[src/rtl/core/cmac_pkg.sv]
// ----------------------------------------------------------------------------
// CMAC package
// Shared types, register map and AES helper functions for the CMAC block.
// ----------------------------------------------------------------------------
`default_nettype none

package cmac_pkg;

  localparam int unsigned FifoDepthDefault = 2;
  localparam int unsigned PaddrWidth = 4;

  localparam logic [PaddrWidth-1:0] AddrKeyHigh = 4'h0;
  localparam logic [PaddrWidth-1:0] AddrKeyLow  = 4'h8;

  localparam logic [7:0] CmacRb  = 8'h87;
  localparam logic [7:0] CmacPad = 8'h80;

  typedef struct packed {
    logic [63:0] data_high;
    logic [63:0] data_low;
    logic [4:0]  valid_bytes;
    logic        last_block;
  } cmac_in_t;

  typedef struct packed {
    logic [63:0] mac_high;
    logic [63:0] mac_low;
  } cmac_out_t;

  // Block as classified by the front end: message word with padding applied.
  typedef struct packed {
    logic [127:0] msg;
    logic         last;
    logic         use_k2;
  } cmac_job_t;

  function automatic logic [7:0] sbox(input logic [7:0] a);
    logic [7:0] t [256];
    t = '{
      8'h63,8'h7c,8'h77,8'h7b,8'hf2,8'h6b,8'h6f,8'hc5,8'h30,8'h01,8'h67,8'h2b,8'hfe,8'hd7,8'hab,8'h76,
      8'hca,8'h82,8'hc9,8'h7d,8'hfa,8'h59,8'h47,8'hf0,8'had,8'hd4,8'ha2,8'haf,8'h9c,8'ha4,8'h72,8'hc0,
      8'hb7,8'hfd,8'h93,8'h26,8'h36,8'h3f,8'hf7,8'hcc,8'h34,8'ha5,8'he5,8'hf1,8'h71,8'hd8,8'h31,8'h15,
      8'h04,8'hc7,8'h23,8'hc3,8'h18,8'h96,8'h05,8'h9a,8'h07,8'h12,8'h80,8'he2,8'heb,8'h27,8'hb2,8'h75,
      8'h09,8'h83,8'h2c,8'h1a,8'h1b,8'h6e,8'h5a,8'ha0,8'h52,8'h3b,8'hd6,8'hb3,8'h29,8'he3,8'h2f,8'h84,
      8'h53,8'hd1,8'h00,8'hed,8'h20,8'hfc,8'hb1,8'h5b,8'h6a,8'hcb,8'hbe,8'h39,8'h4a,8'h4c,8'h58,8'hcf,
      8'hd0,8'hef,8'haa,8'hfb,8'h43,8'h4d,8'h33,8'h85,8'h45,8'hf9,8'h02,8'h7f,8'h50,8'h3c,8'h9f,8'ha8,
      8'h51,8'ha3,8'h40,8'h8f,8'h92,8'h9d,8'h38,8'hf5,8'hbc,8'hb6,8'hda,8'h21,8'h10,8'hff,8'hf3,8'hd2,
      8'hcd,8'h0c,8'h13,8'hec,8'h5f,8'h97,8'h44,8'h17,8'hc4,8'ha7,8'h7e,8'h3d,8'h64,8'h5d,8'h19,8'h73,
      8'h60,8'h81,8'h4f,8'hdc,8'h22,8'h2a,8'h90,8'h88,8'h46,8'hee,8'hb8,8'h14,8'hde,8'h5e,8'h0b,8'hdb,
      8'he0,8'h32,8'h3a,8'h0a,8'h49,8'h06,8'h24,8'h5c,8'hc2,8'hd3,8'hac,8'h62,8'h91,8'h95,8'he4,8'h79,
      8'he7,8'hc8,8'h37,8'h6d,8'h8d,8'hd5,8'h4e,8'ha9,8'h6c,8'h56,8'hf4,8'hea,8'h65,8'h7a,8'hae,8'h08,
      8'hba,8'h78,8'h25,8'h2e,8'h1c,8'ha6,8'hb4,8'hc6,8'he8,8'hdd,8'h74,8'h1f,8'h4b,8'hbd,8'h8b,8'h8a,
      8'h70,8'h3e,8'hb5,8'h66,8'h48,8'h03,8'hf6,8'h0e,8'h61,8'h35,8'h57,8'hb9,8'h86,8'hc1,8'h1d,8'h9e,
      8'he1,8'hf8,8'h98,8'h11,8'h69,8'hd9,8'h8e,8'h94,8'h9b,8'h1e,8'h87,8'he9,8'hce,8'h55,8'h28,8'hdf,
      8'h8c,8'ha1,8'h89,8'h0d,8'hbf,8'he6,8'h42,8'h68,8'h41,8'h99,8'h2d,8'h0f,8'hb0,8'h54,8'hbb,8'h16
    };
    return t[a];
  endfunction

  function automatic logic [7:0] xtime(input logic [7:0] a);
    return {a[6:0], 1'b0} ^ (a[7] ? 8'h1b : 8'h00);
  endfunction

  // Byte i of a 128-bit block sits in bits 127-8i down to 120-8i.
  function automatic logic [127:0] aes_round(input logic [127:0] s, input logic [127:0] rk,
                                             input logic final_round);
    logic [7:0] t [16];
    logic [7:0] m [16];
    logic [7:0] a0, a1, a2, a3, all;
    logic [127:0] r;
    for (int c = 0; c < 4; c++) begin
      for (int w = 0; w < 4; w++) begin
        t[c*4+w] = sbox(s[127-8*(((c+w)%4)*4+w) -: 8]);
      end
    end
    for (int c = 0; c < 4; c++) begin
      a0 = t[c*4]; a1 = t[c*4+1]; a2 = t[c*4+2]; a3 = t[c*4+3];
      all = a0 ^ a1 ^ a2 ^ a3;
      if (final_round) begin
        m[c*4] = a0; m[c*4+1] = a1; m[c*4+2] = a2; m[c*4+3] = a3;
      end else begin
        m[c*4]   = a0 ^ all ^ xtime(a0 ^ a1);
        m[c*4+1] = a1 ^ all ^ xtime(a1 ^ a2);
        m[c*4+2] = a2 ^ all ^ xtime(a2 ^ a3);
        m[c*4+3] = a3 ^ all ^ xtime(a3 ^ a0);
      end
    end
    for (int i = 0; i < 16; i++) begin
      r[127-8*i -: 8] = m[i];
    end
    return r ^ rk;
  endfunction

  function automatic logic [127:0] key_expand(input logic [127:0] k, input logic [7:0] rc);
    logic [31:0] w0, w1, w2, w3, tw;
    w0 = k[127:96]; w1 = k[95:64]; w2 = k[63:32]; w3 = k[31:0];
    tw = {sbox(w3[23:16]) ^ rc, sbox(w3[15:8]), sbox(w3[7:0]), sbox(w3[31:24])};
    w0 = w0 ^ tw;
    w1 = w1 ^ w0;
    w2 = w2 ^ w1;
    w3 = w3 ^ w2;
    return {w0, w1, w2, w3};
  endfunction

  function automatic logic [127:0] dbl(input logic [127:0] a);
    return {a[126:0], 1'b0} ^ {120'd0, (a[127] ? CmacRb : 8'h00)};
  endfunction

endpackage

`default_nettype wire

[src/rtl/core/cmac_front.sv]
// ----------------------------------------------------------------------------
// CMAC front end
// Accepts message blocks, applies 10* padding to short last blocks and
// records which subkey the block needs.
// ----------------------------------------------------------------------------
`default_nettype none

module cmac_front import cmac_pkg::*; (
  input  wire logic      clk_i,
  input  wire logic      rst_ni,
  input  wire logic      in_valid_i,
  output logic           in_ready_o,
  input  wire cmac_in_t  in_data_i,
  output logic           job_valid_o,
  input  wire logic      job_ready_i,
  output cmac_job_t      job_o
);

  logic      job_valid_q;
  cmac_job_t job_q, job_d;
  logic [127:0] msg;

  always_comb begin
    msg = {in_data_i.data_high, in_data_i.data_low};
    job_d.last = in_data_i.last_block;
    job_d.use_k2 = in_data_i.last_block && (in_data_i.valid_bytes < 5'd16);
    job_d.msg = msg;
    if (job_d.use_k2) begin
      for (int i = 0; i < 16; i++) begin
        if (5'(i) > in_data_i.valid_bytes) begin
          job_d.msg[127-8*i -: 8] = 8'h00;
        end else if (5'(i) == in_data_i.valid_bytes) begin
          job_d.msg[127-8*i -: 8] = CmacPad;
        end
      end
    end
  end

  assign in_ready_o  = !job_valid_q || job_ready_i;
  assign job_valid_o = job_valid_q;
  assign job_o       = job_q;

  always_ff @(posedge clk_i or negedge rst_ni) begin
    if (!rst_ni) begin
      job_valid_q <= 1'b0;
    end else if (in_ready_o) begin
      job_valid_q <= in_valid_i;
    end
  end

  always_ff @(posedge clk_i) begin
    if (in_valid_i && in_ready_o) begin
      job_q <= job_d;
    end
  end

endmodule

`default_nettype wire

[config.mk]
export PLATFORM = sky130hd
export DESIGN_NAME = cmac_front
export DESIGN_NICKNAME = d
export VERILOG_FILES = /design/src/rtl/core/cmac_pkg.sv /design/src/rtl/core/cmac_front.sv
export SDC_FILE = /design/constraint.sdc
export NUM_CORES = 1
export LEC_CHECK = 0
export BUFFER_PORTS_ARGS = -buffer_cell sky130_fd_sc_hd__buf_4
export CELL_PAD_IN_SITES_DETAIL_PLACEMENT = 0
export CELL_PAD_IN_SITES_GLOBAL_PLACEMENT = 1
export CORE_MARGIN = 4
export CORE_UTILIZATION = 35
export CTS_CLUSTER_DIAMETER = 50
export DETAILED_ROUTE_END_ITERATION = 8
export GPL_TIMING_DRIVEN = 0
export HOLD_SLACK_MARGIN = 0.08
export PLACE_DENSITY_LB_ADDON = 0.1
export SLEW_MARGIN = 0
export SYNTH_ARGS = -nofsm -noshare
export SYNTH_HDL_FRONTEND = slang
export SYNTH_SLANG_ARGS = --single-unit
[constraint.sdc]
create_clock -name clk_i -period 4.6 [get_ports clk_i]
set_input_delay 0.23 -clock clk_i [delete_from_list [all_inputs] [get_ports clk_i]]
set_output_delay 0.23 -clock clk_i [all_outputs]
set_load 0.02 [all_outputs]
==> impl_results.md <==
* Hold Violations, Final at 0
* Sink Count at 131
* Total Wirelength at between 10,000 and 15,000 um
* Critical Path AT at 2.08 ns
* Port bufs at approximately 270
* Reg-to-Reg End: job_o[102]$_DFFE_PP_
* Comb pwr share at 0.141
* Global-route wire length before repair at between 20,000 and 25,000 um
* Initial Utilization at 0.3614
* H-tree Lvls at 4
* Number of global-route vias before repair at 3,925
* Initial antenna violation count at 0
* Fin nets at 806
* Overall routing resource usage at 0.1743
* Flop pwr share at 0.443
* Lkg Pwr at around 3.6 nW
* # diodes at 0
* Max Fclk at around 0.50 GHz
* Post-route DRC at 0
* Place WS at between 2 and 3 ns
* Inserted Clock Buffers at 17
* Root Buffer: clkbuf_16
* CTS tree: built
* Post-Route Skew at 0.008660 ns
* Crit-path max FO at 67
* Pwr Density at 377.4 nW/um2
* Synth Instances at roughly 320
* Synth Warn # at 0
* Placer Congestion at 0.7667
* Clk_lat worst skew at a little over 0.4 ns
* Seq/Total Area, Yosys at 0.7772
* Setup crit end kind: register
* Most frequent cells in the layout: buf_4 (267), edfxtp_1 (130), and2_1 (92)
* Routed Antenna Nets at 0
* Number of synthesized register bits at approximately 130
* Reg2Reg Launch Point: job_valid_o$_DFFE_PN0N_
* Syn-to-layout area delta at 68.66%
* Critical path class: reg2reg
* Worst-margin pin slew at 0.8853 ns
* HPWL after detailed placement at about 11,000 um
* Clock Power Share at 0.417
* Share of the core filled with cells at 0.6095
* Post-CTS setup buffer count at 0
* Clock Tree Buf Depth at 2
* Distinct cell type count after synthesis at 29
* Ratio of cells with drive above 1 in the final layout at 0.4464
* Max-cap check violation count at 0
* Hold EP: job_o[8]$_DFFE_PP_
* Final WS setup at 2.591 ns
* Initial DRC Count at approximately 180
* Io pins at 270
* Via density at ~4.4
* Peak supply drop at a little under 0.0003 V
* Clock slew at reported path FFs at 0.06 ns
* Switch share at 0.2276
* Hold path start: in_data_i[12]
* Die width at 128.2 um
* Pint at ~0.0025 W
* Avg Inst Size Synth at approximately 16 um2
* R2r setup slk at approximately 2.6 ns
* Final setup viols at 0
* Unrepaired setup endpoints after global routing: no
* Req. time, crit path at roughly 4.7 ns
* Rows at 43
* CP max stage delay at 0.74 ns
* Post-cts resize count at 0
* Outcome: completed
* Total die area at about 16,000 um2
* Minimum clock period at roughly 2.0 ns
* Worst setup SP type: register
* Drt first pass iters at 4
* Critical path's slowest cell: and2_4
* P_sw at around 0.00073 W
* Reg2Reg Depth at 3
* Synthesized Nets at 457
* Largest net degree at the start of global routing at just under 70
* WHS Path Cells at 2
* Hold Crit Class: in2reg
* Avg WL per Cell at approximately 17 um
* Max-slew violations at 0
* Fin crit share at 0.4366
* Core Region at approximately 14,000 um2
* Cell Area, Synth at 5055 um2
* Die height at between 100 and 150 um
* Commonest non-fill, non-tap cell in the layout: buf_4
* Total gr overflow at 0
* Slew HR at 0.4098
* Cell-by-cell listing of the critical path: nand2b_1, and2_4, buf_16
* Vias at roughly 3,800
worst max path at each step:
stage	from	to	slack, ns	depth (start not counted)
finish	job_valid_o$_DFFE_PN0N_	job_o[102]$_DFFE_PP_	2.59	3
global route	job_valid_o$_DFFE_PN0N_	job_o[105]$_DFFE_PP_	2.46	3
CTS	job_valid_o$_DFFE_PN0N_	job_o[84]$_DFFE_PP_	2.56	3
detailed placement	job_valid_o$_DFFE_PN0N_	job_o[125]$_DFFE_PP_	2.59	3
global placement	job_valid_o$_DFFE_PN0N_	job_o[128]$_DFFE_PP_	-0.60	2
floorplan	job_valid_o$_DFFE_PN0N_	job_o[0]$_DFFE_PP_	0.37	2
stage by stage:
stage	instances	TNS (ns)	hold WS (ns)	power [W]	area, um2
global placement	766	-77.64	0.006103	0.001863	7284
finish	861	0	0.1008	0.003217	8526
detailed placement	767	0	0.007290	0.001864	7315
CTS	861	0	0.08041	0.003256	8526
floorplan	319	0	-0.06559	0.001640	5055
global route	861	0	0.08201	0.003342	8526
cells by family after synthesis:
logic type	share of synthesized area
buf+inv	0.01089
flops	0.7772
simple gates	0.1745
mux	0.002228
compound gates	0.03515
worst max-delay path: cells and delay by family, from the launching register on:
| family | cells | cell delay [ns] |
|---|---|---|
| buf+inv | 1 | 0.37 |
| flops | 1 | 0.39 |
| simple gates | 2 | 0.86 |
layout make-up:
class	count	area, um2
flip-flops and latches	131	3929
well taps	180	225.2
inverters	4	15.01
plain buffers	8	40.04
clock buffers	17	425.4
repair buffers	330	2653
fillers	1127	5463
multi-input cells	176	1074
clock inverters	15	165.2
routing by layer:
layer | up-vias | share of wire | routed length [um] | GRT usage
li1 | 1839 | - | - | -
met1 | 1755 | 0.37 | 5320 | 0.1906
met3 | 22 | 0.10 | 1432 | 0.07458
met5 | - | 0 | 0 | 0
met2 | 172 | 0.51 | 7351 | 0.2988
met4 | 0 | 0.019 | 266 | 0.06929
registers in the layout, indices dropped and copies added, names as in the netlist:
signal and flops:
job_o 130, job_valid_o 1
power groups by stage:
stage / combinational [W] / sequential (W) / clock (W)
floorplan: 0.0000915 / 0.00155 / 0
global placement: 0.000404 / 0.00146 / 0
detailed placement: 0.000414 / 0.00145 / 0
CTS: 0.000457 / 0.00143 / 0.00137
global route: 0.000485 / 0.00143 / 0.00143
finish: 0.000452 / 0.00143 / 0.00134
timing repair:
item,4_1_cts,5_1_grt
setup endpoints to repair,0,0
hold endpoints to repair,62,0
hold buffers,62,0
synth_stat cells (all sizes together):
| master | n | area [um2] |
|---|---|---|
| a21o | 2 | 15.01 |
| a21oi | 9 | 45.04 |
| a22oi | 1 | 7.510 |
| a31oi | 1 | 6.260 |
| and2 | 93 | 581.8 |
| and2b | 6 | 45.04 |
| buf | 4 | 25.02 |
| clkbuf | 4 | 15.01 |
| dfrtp | 1 | 25.02 |
| edfxtp | 130 | 3904 |
| inv | 4 | 15.01 |
| mux2 | 1 | 11.26 |
| nand2 | 11 | 41.29 |
| nand2b | 4 | 25.02 |
| nand3 | 3 | 15.01 |
| nor2 | 6 | 30.03 |
| nor2b | 16 | 100.1 |
| nor3 | 1 | 5.000 |
| nor3b | 2 | 20.02 |
| nor4b | 1 | 8.760 |
| o21a | 4 | 30.03 |
| o21ai | 13 | 65.06 |
| o41ai | 1 | 8.760 |
| or4b | 1 | 10.01 |
Note: power is estimated with default switching activity, not from simulation.
