--- config.mk ---
export PLATFORM = sky130hd
export DESIGN_NAME = cmac_fifo
export DESIGN_NICKNAME = d
export VERILOG_FILES = /design/src/rtl/core/cmac_pkg.sv /design/src/rtl/core/cmac_fifo.sv
export SDC_FILE = /design/constraint.sdc
export NUM_CORES = 1
export LEC_CHECK = 0
export BUFFER_PORTS_ARGS = -buffer_cell sky130_fd_sc_hd__buf_2
export CORE_ASPECT_RATIO = 0.7
export CORE_UTILIZATION = 49
export CTS_BUF_LIST = sky130_fd_sc_hd__clkbuf_4 sky130_fd_sc_hd__clkbuf_8
export CTS_CLUSTER_SIZE = 28
export DETAILED_ROUTE_END_ITERATION = 10
export MAX_ROUTING_LAYER = met4
export PLACE_DENSITY_LB_ADDON = 0.15
export REMOVE_ABC_BUFFERS = 1
export SLEW_MARGIN = 20
export SYNTH_ARGS = -nofsm -noshare
export SYNTH_HDL_FRONTEND = slang
export SYNTH_SLANG_ARGS = --single-unit
--- constraint.sdc ---
create_clock -name clk_i -period 8.05 [get_ports clk_i]
set_clock_uncertainty 0.15 [all_clocks]
set_input_delay 1.61 -clock clk_i [delete_from_list [all_inputs] [get_ports clk_i]]
set_output_delay 1.61 -clock clk_i [all_outputs]
set_load 0.03 [all_outputs]
--- src/rtl/core/cmac_pkg.sv ---
// ----------------------------------------------------------------------------
// CMAC package
// Shared types, register map and AES helper functions for the CMAC block.
// ----------------------------------------------------------------------------
`default_nettype none

package cmac_pkg;

  localparam int unsigned FifoDepthDefault = 2;
  localparam int unsigned PaddrWidth = 4;

  localparam logic [PaddrWidth-1:0] AddrKeyHigh = 4'h0;
  localparam logic [PaddrWidth-1:0] AddrKeyLow  = 4'h8;

  localparam logic [7:0] CmacRb  = 8'h87;
  localparam logic [7:0] CmacPad = 8'h80;

  typedef struct packed {
    logic [63:0] data_high;
    logic [63:0] data_low;
    logic [4:0]  valid_bytes;
    logic        last_block;
  } cmac_in_t;

  typedef struct packed {
    logic [63:0] mac_high;
    logic [63:0] mac_low;
  } cmac_out_t;

  // Block as classified by the front end: message word with padding applied.
  typedef struct packed {
    logic [127:0] msg;
    logic         last;
    logic         use_k2;
  } cmac_job_t;

  function automatic logic [7:0] sbox(input logic [7:0] a);
    logic [7:0] t [256];
    t = '{
      8'h63,8'h7c,8'h77,8'h7b,8'hf2,8'h6b,8'h6f,8'hc5,8'h30,8'h01,8'h67,8'h2b,8'hfe,8'hd7,8'hab,8'h76,
      8'hca,8'h82,8'hc9,8'h7d,8'hfa,8'h59,8'h47,8'hf0,8'had,8'hd4,8'ha2,8'haf,8'h9c,8'ha4,8'h72,8'hc0,
      8'hb7,8'hfd,8'h93,8'h26,8'h36,8'h3f,8'hf7,8'hcc,8'h34,8'ha5,8'he5,8'hf1,8'h71,8'hd8,8'h31,8'h15,
      8'h04,8'hc7,8'h23,8'hc3,8'h18,8'h96,8'h05,8'h9a,8'h07,8'h12,8'h80,8'he2,8'heb,8'h27,8'hb2,8'h75,
      8'h09,8'h83,8'h2c,8'h1a,8'h1b,8'h6e,8'h5a,8'ha0,8'h52,8'h3b,8'hd6,8'hb3,8'h29,8'he3,8'h2f,8'h84,
      8'h53,8'hd1,8'h00,8'hed,8'h20,8'hfc,8'hb1,8'h5b,8'h6a,8'hcb,8'hbe,8'h39,8'h4a,8'h4c,8'h58,8'hcf,
      8'hd0,8'hef,8'haa,8'hfb,8'h43,8'h4d,8'h33,8'h85,8'h45,8'hf9,8'h02,8'h7f,8'h50,8'h3c,8'h9f,8'ha8,
      8'h51,8'ha3,8'h40,8'h8f,8'h92,8'h9d,8'h38,8'hf5,8'hbc,8'hb6,8'hda,8'h21,8'h10,8'hff,8'hf3,8'hd2,
      8'hcd,8'h0c,8'h13,8'hec,8'h5f,8'h97,8'h44,8'h17,8'hc4,8'ha7,8'h7e,8'h3d,8'h64,8'h5d,8'h19,8'h73,
      8'h60,8'h81,8'h4f,8'hdc,8'h22,8'h2a,8'h90,8'h88,8'h46,8'hee,8'hb8,8'h14,8'hde,8'h5e,8'h0b,8'hdb,
      8'he0,8'h32,8'h3a,8'h0a,8'h49,8'h06,8'h24,8'h5c,8'hc2,8'hd3,8'hac,8'h62,8'h91,8'h95,8'he4,8'h79,
      8'he7,8'hc8,8'h37,8'h6d,8'h8d,8'hd5,8'h4e,8'ha9,8'h6c,8'h56,8'hf4,8'hea,8'h65,8'h7a,8'hae,8'h08,
      8'hba,8'h78,8'h25,8'h2e,8'h1c,8'ha6,8'hb4,8'hc6,8'he8,8'hdd,8'h74,8'h1f,8'h4b,8'hbd,8'h8b,8'h8a,
      8'h70,8'h3e,8'hb5,8'h66,8'h48,8'h03,8'hf6,8'h0e,8'h61,8'h35,8'h57,8'hb9,8'h86,8'hc1,8'h1d,8'h9e,
      8'he1,8'hf8,8'h98,8'h11,8'h69,8'hd9,8'h8e,8'h94,8'h9b,8'h1e,8'h87,8'he9,8'hce,8'h55,8'h28,8'hdf,
      8'h8c,8'ha1,8'h89,8'h0d,8'hbf,8'he6,8'h42,8'h68,8'h41,8'h99,8'h2d,8'h0f,8'hb0,8'h54,8'hbb,8'h16
    };
    return t[a];
  endfunction

  function automatic logic [7:0] xtime(input logic [7:0] a);
    return {a[6:0], 1'b0} ^ (a[7] ? 8'h1b : 8'h00);
  endfunction

  // Byte i of a 128-bit block sits in bits 127-8i down to 120-8i.
  function automatic logic [127:0] aes_round(input logic [127:0] s, input logic [127:0] rk,
                                             input logic final_round);
    logic [7:0] t [16];
    logic [7:0] m [16];
    logic [7:0] a0, a1, a2, a3, all;
    logic [127:0] r;
    for (int c = 0; c < 4; c++) begin
      for (int w = 0; w < 4; w++) begin
        t[c*4+w] = sbox(s[127-8*(((c+w)%4)*4+w) -: 8]);
      end
    end
    for (int c = 0; c < 4; c++) begin
      a0 = t[c*4]; a1 = t[c*4+1]; a2 = t[c*4+2]; a3 = t[c*4+3];
      all = a0 ^ a1 ^ a2 ^ a3;
      if (final_round) begin
        m[c*4] = a0; m[c*4+1] = a1; m[c*4+2] = a2; m[c*4+3] = a3;
      end else begin
        m[c*4]   = a0 ^ all ^ xtime(a0 ^ a1);
        m[c*4+1] = a1 ^ all ^ xtime(a1 ^ a2);
        m[c*4+2] = a2 ^ all ^ xtime(a2 ^ a3);
        m[c*4+3] = a3 ^ all ^ xtime(a3 ^ a0);
      end
    end
    for (int i = 0; i < 16; i++) begin
      r[127-8*i -: 8] = m[i];
    end
    return r ^ rk;
  endfunction

  function automatic logic [127:0] key_expand(input logic [127:0] k, input logic [7:0] rc);
    logic [31:0] w0, w1, w2, w3, tw;
    w0 = k[127:96]; w1 = k[95:64]; w2 = k[63:32]; w3 = k[31:0];
    tw = {sbox(w3[23:16]) ^ rc, sbox(w3[15:8]), sbox(w3[7:0]), sbox(w3[31:24])};
    w0 = w0 ^ tw;
    w1 = w1 ^ w0;
    w2 = w2 ^ w1;
    w3 = w3 ^ w2;
    return {w0, w1, w2, w3};
  endfunction

  function automatic logic [127:0] dbl(input logic [127:0] a);
    return {a[126:0], 1'b0} ^ {120'd0, (a[127] ? CmacRb : 8'h00)};
  endfunction

endpackage

`default_nettype wire

--- src/rtl/core/cmac_fifo.sv ---
// ----------------------------------------------------------------------------
// CMAC job queue
// Small register queue that decouples the front end from the AES engine.
// ----------------------------------------------------------------------------
`default_nettype none

module cmac_fifo import cmac_pkg::*; #(
  parameter int unsigned Depth = FifoDepthDefault
) (
  input  wire logic       clk_i,
  input  wire logic       rst_ni,
  input  wire logic       wr_valid_i,
  output logic            wr_ready_o,
  input  wire cmac_job_t  wr_data_i,
  output logic            rd_valid_o,
  input  wire logic       rd_ready_i,
  output cmac_job_t       rd_data_o
);

  localparam int unsigned PtrW = (Depth > 1) ? $clog2(Depth) : 1;

  cmac_job_t           mem_q [Depth];
  logic [PtrW-1:0]     wr_ptr_q, rd_ptr_q;
  logic [PtrW:0]       count_q;
  logic                push, pop;

  assign wr_ready_o = count_q != (PtrW+1)'(Depth);
  assign rd_valid_o = count_q != '0;
  assign rd_data_o  = mem_q[rd_ptr_q];
  assign push = wr_valid_i && wr_ready_o;
  assign pop  = rd_valid_o && rd_ready_i;

  always_ff @(posedge clk_i or negedge rst_ni) begin
    if (!rst_ni) begin
      wr_ptr_q <= '0;
      rd_ptr_q <= '0;
      count_q  <= '0;
    end else begin
      if (push) begin
        wr_ptr_q <= (wr_ptr_q == PtrW'(Depth - 1)) ? '0 : wr_ptr_q + 1'b1;
      end
      if (pop) begin
        rd_ptr_q <= (rd_ptr_q == PtrW'(Depth - 1)) ? '0 : rd_ptr_q + 1'b1;
      end
      count_q <= count_q + (PtrW+1)'(push) - (PtrW+1)'(pop);
    end
  end

  always_ff @(posedge clk_i) begin
    if (push) begin
      mem_q[wr_ptr_q] <= wr_data_i;
    end
  end

endmodule

`default_nettype wire

==> results.yml, run 1 <==
synth:
  synth.area.top_cells: "edfxtp_1 (78%), mux2_4 (14%), mux2_2 (4.5%)"
  synth_edf_count: 260
  synthFlopType: "edfxtp_1"
  synthXorXnorAreaFrac: 0.00263
  syn_inst: 427
  yosys.area_share.simple: 0.00489
  synth_top_family_by_area: "multiplexers"
  ys_seq_elements: 264
  synthMuxAreaShare: 0.181
  ys_types: 20
  yosysTopAreaCell: "edfxtp_1"
  avgSynthCellArea_um2: 23.4
  seq_area_frac_synth: 0.793
  synth_area_mm2: 0.00998
  synth-compound-area-share: 0.00314
  yosysWarnings: 0
  synth-async-reset-ratio: 0.0152
  synth_top_area_frac: 0.783
  synthAdderAreaFrac: 0.00125
placed_design:
  gp_congestion: 0.779
  io_buffers: 265
  dp_hpwl_um: 11900
cts:
  cts_hold_buf: 0
  cts_root_buf: "clkbuf_8"
  clkTransAtPathRegs_ns: 0.06
  post_cts_resized: 0
  cts_tree: "done"
  h-tree-depth: 2
  cts_buffer_depth: 3
  cts_buffers: 40
  worstSkewPairLatency_ns: 0.51
  numClockSinks: 264
  post_cts_buffers: 0
drt:
  drc: 0
  dr.pass1.iters: 4
  route.antenna.remaining_nets: 0
  post_drt_wl_per_cell_um: 18.1
  drt_iter0_markers: 310
  vias: 4991
  vias_per_cell: 4.86
  wl_um: 18600
global_route:
  grt_pass1_vias: 5325
  antenna_found_initial: 4
  grt-ovfl-total: 0
  grt_first_pass_wirelength_um: 27900
  grt.total_usage: 0.182
  grt_max_degree: 84
layout:
  layout_common_cells: "buf_2 (265), edfxtp_1 (260), mux2_4 (90), clkbuf_8 (41), mux2_2 (40)"
  final_common_cell: "buf_2"
  fin_nets: 860
  drive_gt1_frac: 0.618
  n_fill_cell: 1427
  area_growth_pct: 23.7
setup_path:
  cp_max_fo: 70
  required_ns: 6.29
  critPathCaptureType: "primary output"
  critPathSlowestCell: "dfrtp_4"
  cp-start-kind: "flip-flop"
  path_class: "reg -> out"
  crit_path_cell_trace: "buf_12 -> mux2_2 -> buf_2"
  crit_arrival_ns: 2.38
  cpPeakStageDelay_ns: 0.76
run:
  cap_violations: 0
timing:
  setup_viol: 0
  rsz0062_at_grt: "no"
  fin_crit_sh: 0.515
  clock.fmax_ghz: 0.241
  whs_ns: 0.422
  hold_violations: 0
  relSlewSlack: 0.462
  slew_violations: 0
  tns_ns: 0
  fin_crit_ns: 4.14
  tightest_slew_ns: 0.807
status:
  status: "finished clean"
floorplanning:
  row_count: 43
  die_h_um: 121
  die_w_um: 173
  coreArea_mm2: 0.0199
  start_util: 0.502
  die-area_mm2: 0.0209
  ioPinCount: 266
pwr:
  pwr_density_cell_mw_per_mm2: 394
  power_leakage_nw: 4.89
  ir_drop_v: 0.000203
min_path:
  hp-class: "reg -> reg"
-- kinds of logic after synthesis --
| family | after synthesis |
|---|---|
| adders and majority gates | 1 |
| buffers and inverters | 15 |
| AOI/OAI and AO/OA | 4 |
| and+or+nand+nor | 10 |
| DFF | 264 |
| xor gates and xnor gates | 3 |
| muxes | 130 |
-- registers in the layout, indices dropped and copies added (netlist names) --
| signal | flops |
|---|---|
| rd_ptr_q | 1 |
| count_q | 2 |
| wr_ptr_q | 1 |
| mem_q | 260 |
-- final timing paths --
path / startpoint / end / slack, ns / depth (start not counted)
setup reg to reg: count_q[0] / mem_q[0][82] / 5.29 / 5
hold reg to reg: wr_ptr_q / wr_ptr_q / 0.42 / 1
max in group asynchronous: rst_ni / rd_ptr_q / 6.86 / 1
min in group asynchronous: rst_ni / rd_ptr_q / 0.75 / 1
setup / recovery: rd_ptr_q / rd_data_o[126] / 3.91 / 3
hold / removal: wr_ptr_q / wr_ptr_q / 0.42 / 1
-- through the flow --
| stage | instance area, µm² | util | instances | setup slack [ns] | power (mW) |
|---|---|---|---|---|---|
| CTS | 12300 | 0.619 | 1020 | 3.40 | 4.93 |
| floorplan | 9830 | - | 412 | 0.183 | 3.55 |
| detailed placement | 11600 | 0.582 | 951 | 3.89 | 3.90 |
| global route | 12300 | 0.622 | 1026 | 3.78 | 5.09 |
| finish | 12300 | 0.622 | 1026 | 3.91 | 4.87 |
| global placement | 11600 | 0.582 | 951 | 3.96 | 3.87 |
-- worst max-delay path, delay by kind of cell, from the launching register on --
family	cells	cell delay, ns
DFF	1	0.76
muxes	1	0.40
buffers and inverters	2	0.64
-- cell usage after synthesis, types with 2 or more instances --
library cell and count:
buf_2 4, buf_6 10, dfrtp_1 4, edfxtp_1 260
mux2_2 40, mux2_4 90, nand2_1 2, nor2_1 3
xnor2_1 3
-- cell type report --
cell class                      count  area (µm²)  share of cell area
Antenna cell                        4        10.0            0.000811
Clock buffer                       57         684              0.0554
Clock inverter                     12        47.5             0.00385
Multi-Input combinational cell    148        1930               0.157
Sequential cell                   264        7910               0.641
Tap cell                          270         338              0.0274
Timing Repair Buffer              271        1420               0.115
-- power breakdown --
group | internal (mW) | leakage [nW] | switching, mW
Sequential | 1.88 | 2.47 | 0.113
Clock | 0.544 | 0.392 | 0.467
Combinational | 0.706 | 2.03 | 1.16
Total | 3.13 | 4.89 | 1.74
-- layer usage --
| layer | share of wire | up-vias | global-route usage |
|---|---|---|---|
| met5 | 0 | - | - |
| met4 | 0.021 | 0 | 0.0608 |
| met3 | 0.10 | 34 | 0.0730 |
| met2 | 0.47 | 216 | 0.282 |
| met1 | 0.41 | 2433 | 0.219 |
| li1 | - | 2308 | - |
Power figures use the tool's default switching activity.
==> run 2, diff against run 1 <==
clock period = 4 ns   (was 8.05 ns; I/O delays follow)
==> run 2 against run 1 <==
Critical path depth is the same. Clock power increased by 110%. Sequential share of layout area fell by 0.31 points.
==> results.yml, run 2 (synthesis results as in run 1) <==
layout:
  top_register: "mem_q"
  drive_gt1_frac: 0.624
  n_fill_cell: 1459
  layout_common_cells: "buf_2 (265), edfxtp_1 (260), mux2_4 (90), clkbuf_8 (45), mux2_2 (40)"
  reg_top3: "mem_q (260), count_q (2)"
  final_area_mm2: 0.0124
  seqCellArea_mm2: 0.00791
  multi_input_area_mm2: 0.00193
  largest_reg_flops: 260
  fin_nets: 864
  final_common_cell: "buf_2"
  area_growth_pct: 24.3
setup_path:
  timing.rr.start: "count_q[0]"
  cp-endpoint: "rd_data_o[128]"
  startpoint: "rd_ptr_q"
  r2r-end: "mem_q[1][55]"
  reg2reg_slack_ns: 1.83
  required_ns: 3.05
  crit_arrival_ns: 2.44
  cp-start-kind: "flip-flop"
  critPathCaptureType: "primary output"
  path_class: "reg -> out"
  cp_max_fo: 46
  r2r_cells: 3
drt:
  drc: 0
  route.antenna.remaining_nets: 0
  post_drt_wl_per_cell_um: 18.6
  dr.pass1.iters: 4
  drt_iter0_markers: 264
  vias: 5045
  vias_per_cell: 4.89
  wl_um: 19200
min_path:
  holdPathStages: 1
  hp-class: "in -> reg"
  hp-start: "wr_data_i[38]"
timing:
  clock.fmax_ghz: 0.295
  setup_viol: 0
  fin_crit_ns: 3.39
  tightest_slew_ns: 0.946
  fin_crit_sh: 0.846
  slew_violations: 0
  relSlewSlack: 0.369
  hold_violations: 0
  whs_ns: 0.321
  rsz0062_at_grt: "no"
floorplanning:
  coreArea_mm2: 0.0199
  ioPinCount: 266
  die-area_mm2: 0.0209
  row_count: 43
  start_util: 0.502
  die_h_um: 121
  die_w_um: 173
cts:
  worstSkewPairLatency_ns: 0.50
  cts_buffer_depth: 3
  post_cts_buffers: 0
  cts_buffers: 41
  clkTransAtPathRegs_ns: 0.06
  cts_tree: "done"
  h-tree-depth: 2
  cts_root_buf: "clkbuf_8"
  numClockSinks: 264
placed_design:
  io_buffers: 265
  dpl-instance-area_mm2: 0.0116
  gp_congestion: 0.785
  dp_hpwl_um: 12700
pwr:
  cell_internal_pwr_mw: 6.33
  p_comb_frac: 0.377
  power_switching_mw: 3.58
  ir_drop_v: 0.000476
  power_leakage_nw: 4.92
  pwr_density_cell_mw_per_mm2: 799
  p_sw_frac: 0.361
  p_seq_frac: 0.409
  pwr-share-clk: 0.213
global_route:
  antenna_found_initial: 2
  grt_pass1_vias: 5300
  grt_first_pass_wirelength_um: 28800
  grt_max_degree: 69
  grt-ovfl-total: 0
  grt.total_usage: 0.188
status:
  status: "finished clean"
run:
  cap_violations: 0
-- run 2: cell count changes in the layout (fill, tap and decap cells not counted), sizes merged --
cell,previous run,this run
buf,271,273
clkbuf,57,53
clkinv,12,19
clkinvlp,0,2
diode,4,2
dlygate4sd3,0,1
-- run 2: worst min-delay path by stage --
| stage | endpoint | slack [ns] |
|---|---|---|
| final | mem_q[0][38] | 0.32 |
| after global routing | mem_q[1][22] | 0.28 |
| after CTS | mem_q[1][72] | 0.28 |
| after detailed placement | wr_ptr_q | 0.40 |
| after global placement | wr_ptr_q | 0.39 |
| after floorplan | wr_ptr_q | 0.31 |
-- run 2: layout make-up --
type / instances / share of cell area
Antenna cell: 2 / 0.000403
Clock inverter: 21 / 0.00837
Timing Repair Buffer: 274 / 0.116
Tap cell: 270 / 0.0272
Multi-Input combinational cell: 148 / 0.156
Clock buffer: 53 / 0.0548
Sequential cell: 264 / 0.638
-- run 2: stage by stage --
| stage | instances | worst slack, ns | util | TNS [ns] | power, mW |
|---|---|---|---|---|---|
| floorplan | 412 | -3.06 | - | -686.66 | 7.15 |
| global placement | 955 | 1.14 | 0.585 | 0 | 7.84 |
| detailed placement | 955 | 1.12 | 0.585 | 0 | 7.90 |
| CTS | 1030 | 0.551 | 0.625 | 0 | 10.1 |
| global route | 1032 | 0.497 | 0.625 | 0 | 10.4 |
| finish | 1032 | 0.615 | 0.625 | 0 | 9.92 |
-- run 2: routing by layer --
metal	vias to the layer above	track usage	wire, µm
li1	2314	-	-
met5	-	-	0
met2	227	0.289	8940
met1	2481	0.242	8270
met3	23	0.0633	1780
met4	0	0.0497	240
-- run 2: worst max-delay path, cell delays in order (launching register included) --
cell and delay (ns):
dfrtp_4 0.96, buf_12 0.35, mux2_2 0.39, buf_2 0.18
-- run 2: power groups by stage --
stage | Clock (mW) | Sequential (mW) | Combinational, mW
after global routing | 2.31 | 4.12 | 3.93
after CTS | 2.19 | 4.07 | 3.79
after floorplan | 0 | 4.30 | 2.85
final | 2.11 | 4.06 | 3.74
after detailed placement | 0 | 4.12 | 3.78
after global placement | 0 | 4.09 | 3.74
-- run 2: what timing repair did --
item | in CTS | in global routing
hold endpoints to repair | 4 | 0
resized for setup | 0 | 0
hold buffers | 1 | 0
